## config.mk

```make
export PLATFORM = sky130hd
export DESIGN_NAME = ssb_queue
export DESIGN_NICKNAME = d
export VERILOG_FILES = /design/src/ssb_pkg.sv /design/src/ssb_queue.sv
export SDC_FILE = /design/constraint.sdc
export NUM_CORES = 1
export LEC_CHECK = 0
export BUFFER_PORTS_ARGS = -buffer_cell sky130_fd_sc_hd__buf_4
export CAP_MARGIN = 40
export CELL_PAD_IN_SITES_DETAIL_PLACEMENT = 0
export CELL_PAD_IN_SITES_GLOBAL_PLACEMENT = 2
export CORE_AREA = 2 2 109 111
export DETAILED_ROUTE_END_ITERATION = 8
export DIE_AREA = 0 0 111 113
export PLACE_DENSITY = 0.77
export REMOVE_ABC_BUFFERS = 1
export SYNTH_ARGS = -nofsm -noshare
export SYNTH_HDL_FRONTEND = slang
export SYNTH_SLANG_ARGS = --single-unit
```

## constraint.sdc

```tcl
create_clock -name clk -period 3.65 [get_ports clk]
set_input_delay 0.1825 -clock clk [delete_from_list [all_inputs] [get_ports clk]]
set_output_delay 0.1825 -clock clk [all_outputs]
set_load 0.01 [all_outputs]
```

## src/ssb_pkg.sv

```systemverilog
// ----------------------------------------------------------------------------
// Scaled sprite blitter package
// Shared widths, command, status and register codes, and request and result payload types.
// ----------------------------------------------------------------------------
package ssb_pkg;

  localparam int SCREEN_WIDTH_DEF  = 1024;
  localparam int SCREEN_HEIGHT_DEF = 768;
  localparam int TEX_DEPTH_DEF     = 4096;

  localparam logic [1:0] CMD_LOAD  = 2'd0;
  localparam logic [1:0] CMD_BEGIN = 2'd1;
  localparam logic [1:0] CMD_STEP  = 2'd2;

  localparam logic [1:0] ST_NONE   = 2'd0;
  localparam logic [1:0] ST_WRITE  = 2'd1;
  localparam logic [1:0] ST_DONE   = 2'd2;
  localparam logic [1:0] ST_REJECT = 2'd3;

  localparam logic [2:0] REG_DEST_X = 3'd0;
  localparam logic [2:0] REG_DEST_Y = 3'd1;
  localparam logic [2:0] REG_DEST_W = 3'd2;
  localparam logic [2:0] REG_DEST_H = 3'd3;
  localparam logic [2:0] REG_TEX_W  = 3'd4;
  localparam logic [2:0] REG_TEX_H  = 3'd5;
  localparam logic [2:0] REG_GLYPH  = 3'd6;
  localparam logic [2:0] REG_KEY    = 3'd7;

  typedef struct packed {
    logic [1:0]  cmd;
    logic [11:0] texel_index;
    logic [31:0] texel_value;
  } req_t;

  typedef struct packed {
    logic [1:0]  status;
    logic [19:0] screen_addr;
    logic [31:0] pixel_color;
  } res_t;

endpackage

```

## src/ssb_queue.sv

```systemverilog
// ----------------------------------------------------------------------------
// Blitter request queue
// Two-entry queue between the front and back parts.
// ----------------------------------------------------------------------------
module ssb_queue import ssb_pkg::*; (
  input  logic clk,
  input  logic rst,
  input  logic in_valid,
  output logic in_ready,
  input  req_t in_data,
  output logic out_valid,
  input  logic out_ready,
  output req_t out_data
);
  req_t entry [2];
  logic rd_ptr;
  logic wr_ptr;
  logic [1:0] count;
  logic push;
  logic pop;

  assign in_ready  = (count != 2'd2);
  assign out_valid = (count != 2'd0);
  assign out_data  = entry[rd_ptr];
  assign push = in_valid && in_ready;
  assign pop  = out_valid && out_ready;

  always_ff @(posedge clk) begin
    if (push) begin
      entry[wr_ptr] <= in_data;
    end
    if (rst) begin
      rd_ptr <= 1'b0;
      wr_ptr <= 1'b0;
      count  <= 2'd0;
    end else begin
      if (push) wr_ptr <= ~wr_ptr;
      if (pop) rd_ptr <= ~rd_ptr;
      count <= count + {1'b0, push} - {1'b0, pop};
    end
  end

  assert property (@(posedge clk) disable iff (rst) (count == 2'd2) |-> !in_ready)
    else $error("queue full but ready");
  assert property (@(posedge clk) disable iff (rst) (push && !pop) |=> (count != 2'd0))
    else $error("queue lost an entry");
  assert property (@(posedge clk) disable iff (rst) count != 2'd3)
    else $error("queue count overflow");
endmodule

```

# Word level (Yosys, flattened, before mapping)
# Memories as Yosys holds them, arrays and structs flattened. A register that Yosys moved wholly into a read port is not among the register bits.
# Cells that the tools add are included.
dict set report word_totals {
  register_bits 4
  mem_bits_rw 92
  input_bits 50
  memories 1
  word_cells 16
  output_inout_bits 48
}
dict set report op_classes {
  muxes 4
  eq_ne 1
  n_addsub 2
  reduce_logical 3
  bitwise 2
}
# name words word_bits read_ports rd_clocked_by_memory_dff wr line
set mem_list {}
lappend mem_list {entry 2 46 1 1 1 ssb_queue.sv:15} ;# req_t entry [2];
# operator count
set op_table {}
lappend op_table {{2-to-1 mux 1 bit} 4}
lappend op_table {{adder 2 x 1 -> 2 bit} 1}
lappend op_table {{logical AND 1 bit} 2}
lappend op_table {{inequality test 2 bit (second input constant)} 1}
lappend op_table {{inverter 1 bit} 2}
lappend op_table {{nonzero test 2 bit} 1}
lappend op_table {{subtractor 2 x 1 -> 2 bit} 1}

# Logic depth before layout (Yosys ltp)
dict set report depth {
  depth_word 4
  mapped_depth 8
  mapped_depth_nobuf 8
}

# Worst setup path after synthesis
# No wires, ideal clock.
dict set report synth_timing {
  path_kind {reg2reg}
  start {register count[0]}
  end {memory entry[0][0] in the netlist's numbering, enable pin}
  n_path_buf 0
  path_slack_ps 679
  stages_incl_launch_ff 4
  period_less_slack_ps 2971
  setup_ps 450
  t_arrival_ps 2521
  required_ps 3200
  path_cell_list {dfxtp_1 > nand2b_2 > nand2_2 > nor2_1}
}
dict set report synth_between {
  elab_chain_cells 4
}
# item line
set synth_rtl {}
lappend synth_rtl {{start, declared} ssb_queue.sv:18} ;# logic [1:0] count;
lappend synth_rtl {{start signal, assigned} ssb_queue.sv:39} ;# count <= count + {1'b0, push} - {1'b0, pop};
lappend synth_rtl {{inequality test 2 bit} ssb_queue.sv:22} ;# assign in_ready = (count != 2'd2);
lappend synth_rtl {{named net in_ready} ssb_queue.sv:9} ;# output logic in_ready,
lappend synth_rtl {{logical AND 1 bit} ssb_queue.sv:25} ;# assign push = in_valid && in_ready;
lappend synth_rtl {{2-to-1 mux 1 bit} ssb_queue.sv:29} ;# if (push) begin
lappend synth_rtl {{2-to-1 mux 1 bit (not written as such)} ssb_queue.sv:30} ;# entry[wr_ptr] <= in_data;
lappend synth_rtl {{end, declared} ssb_queue.sv:15}
# The timed path passes the listed nets, and every way through them passes these cells.

==> impl_metrics.yaml <==
outcome:
  outcome: "completed"
timing:
  finalHoldViolCount: 0
  finalSetupViolations: 0
  hold_ws_ns: 0.0326
  drv_slew: 0
  slew_headroom: 0.432
  period_needed_ns: 2.01
  setup_slack_ns: 1.64
  skew_ns: 0.00436
  timing.final.crit_share: 0.550
  tightestPinTransition_ns: 0.852
  rsz0062_at_grt: "no"
  fmax_mhz: 498
  setup_tns_ns: 0
clocking:
  cts_resized: 0
  htree_num_levels: 3
  cts_max_path_buffers: 2
  cts_setup_buffers: 0
  cts_hold_buf: 0
  clk_pin_slew_worst_paths_ns: 0.06
  cts_tree: "done"
  cts.sinks: 97
  clock_latency_ns: 0.33
  cts_root_buffer: "clkbuf_16"
  cts_buffers: 9
floorplanning:
  fp.dieArea_mm2: 0.0125
  die_w_um: 111
  core_area_mm2: 0.0113
  fp-row-count: 39
  num_io_pins: 98
  start_util: 0.333
  fp.dieH_um: 113
power_and_ir_drop:
  p_comb_frac: 0.259
  power_switching_mw: 0.820
  pwr_density_cell_mw_per_mm2: 668
  power_frac_seq: 0.469
  worst_ir_drop_vdd_mv: 0.239
  internal-power_mw: 2.45
  pwr-share-clk: 0.273
  swShare: 0.251
  p_leak_nw: 1.89
synth:
  yosysWarnings: 0
  synth_cells: 167
  synth_edf_count: 92
  synth.most_common_cell: "edfxtp_1"
  ys.flop_type: "edfxtp_1"
  yosysTopAreaCell: "edfxtp_1"
  synth_area_mm2: 0.00375
  synth_common_cells: "edfxtp_1 (92), mux2_4 (40), mux2_2 (7)"
  async_flop_share: 0
  yosysSeqAreaShare: 0.762
  ys_ff_latch: 97
  yosysTopAreaCellShare: 0.736
  syn_avg_cell_area_um2: 22.5
  yosysUniqueCellTypes: 17
  synth_area_leaders: "edfxtp_1 (74%), mux2_4 (16%), dfxtp_1 (2.7%)"
setup_path:
  crit_required_ns: 3.47
  crit_arrival_ns: 1.83
  crit_slowest_cell: "dfxtp_4"
  path_cells: "mux2_2 -> buf_4"
  critical_path_class: "reg2out"
  cp-end-kind: "output port"
  critPathBufInv: 1
  cp_top_family: "flip-flops"
  path_max_fanout: 46
  max_stage_delay_ns: 0.89
  startpoint_type: "register"
final_layout:
  num_antenna_cells: 0
  syn2layout_area_growth_pct: 30.2
  nets: 324
  layout-drive-gt1-share: 0.594
  final_util: 0.434
drt:
  drc: 0
  wl_met3_um: 402
  wl_met2_um: 3120
  wire_per_inst_um: 15.1
  drt-met1-wl_um: 2750
  vias_per_cell: 4.31
  highest_layer: "met4"
  num_vias: 1804
  final_antenna_net_count: 0
  drt-initial-drc-count: 76
  wl_um: 6350
  drtPass1Iterations: 3
place:
  port_buffers: 97
  dp_worst_setup_slack_ns: 1.62
  dp_hpwl_um: 4190
  gp_congestion: 0.642
global_routing:
  antenna_found_initial: 0
  grt_pass1_vias: 1867
  grt_usage: 0.103
  grt_max_degree: 47
  gr-total-overflow: 0
  grt_pass1_wl_um: 9760
worst_hold_path:
  hold_class: "in2reg"
run:
  cap_violations: 0
-- registers in the layout, indices dropped and copies added, names as in the netlist, named ones only --
register	flops
count	2
entry	92
rd_ptr	1
wr_ptr	1
-- power groups by stage --
stage	registers [mW]	logic [mW]	clock network, mW
final	1.53	0.846	0.891
after floorplan	1.53	0.515	0
after global placement	1.56	0.849	0
after CTS	1.54	0.866	0.919
after global routing	1.56	0.910	0.957
after detailed placement	1.56	0.864	0
-- kinds of logic (layout without fill, tap and decap cells) --
| group | count (synthesis) | in the layout | synth area share |
|---|---|---|---|
| buffers and inverters | 6 | 115 | 0.0253 |
| muxes | 47 | 47 | 0.181 |
| DFF | 97 | 97 | 0.762 |
| adders and majority gates | 2 | 2 | 0.00666 |
| AOI/OAI and AO/OA | 1 | 1 | 0.00200 |
| xor gates and xnor gates | 3 | 3 | 0.00700 |
| and+or+nand+nor | 11 | 11 | 0.0157 |
-- stage by stage --
step / instances / total power, mW / cell area, um^2
floorplan: 162 / 2.04 / 3660
global placement: 403 / 2.41 / 4590
detailed placement: 404 / 2.43 / 4610
CTS: 419 / 3.32 / 4890
global route: 419 / 3.42 / 4890
finish: 419 / 3.27 / 4890
-- routing by layer --
layer | GRT usage | vias up
met5 | 0 | -
met4 | 0.0450 | 0
met3 | 0.0386 | 7
met2 | 0.168 | 59
met1 | 0.122 | 882
li1 | - | 856
-- cells in the final DEF, fill, tap and decap left out --
master	Yosys	layout
edfxtp_1	92	92
xor2_1	1	1
dfxtp_4	0	1
nand2_2	1	1
dfxtp_1	5	4
and3_2	0	1
ha_1	2	2
o21a_1	1	1
buf_12	4	1
xnor2_1	2	2
nor2_4	0	1
nor2_1	5	4
mux2_2	7	7
clkbuf_16	0	9
nand2b_2	1	1
inv_1	1	1
or2_2	1	1
clkinv_2	0	1
mux2_4	40	40
clkbuf_1	0	3
nor2b_1	2	2
clkinvlp_4	0	1
bufinv_16	0	1
buf_4	0	98
-- layout make-up --
class | count | area (um^2)
repair buffers | 99 | 756
clock buffers | 12 | 236
fillers | 1005 | 6380
clock inverters | 3 | 42.5
inverters | 1 | 3.75
multi-input cells | 64 | 806
well taps | 143 | 179
flip-flops and latches | 97 | 2870
-- final timing paths --
path                             startpoint            to  slack [ns]  depth (start not counted)
worst max-delay path               register   out_data[0]        1.64                          2
worst min-delay path            in_data[18]  entry[1][18]        0.03                          1
worst max register to register     count[0]  entry[0][20]        1.65                          4
worst min register to register       rd_ptr        rd_ptr        0.53                          2
(Power assumes the default switching activity.)
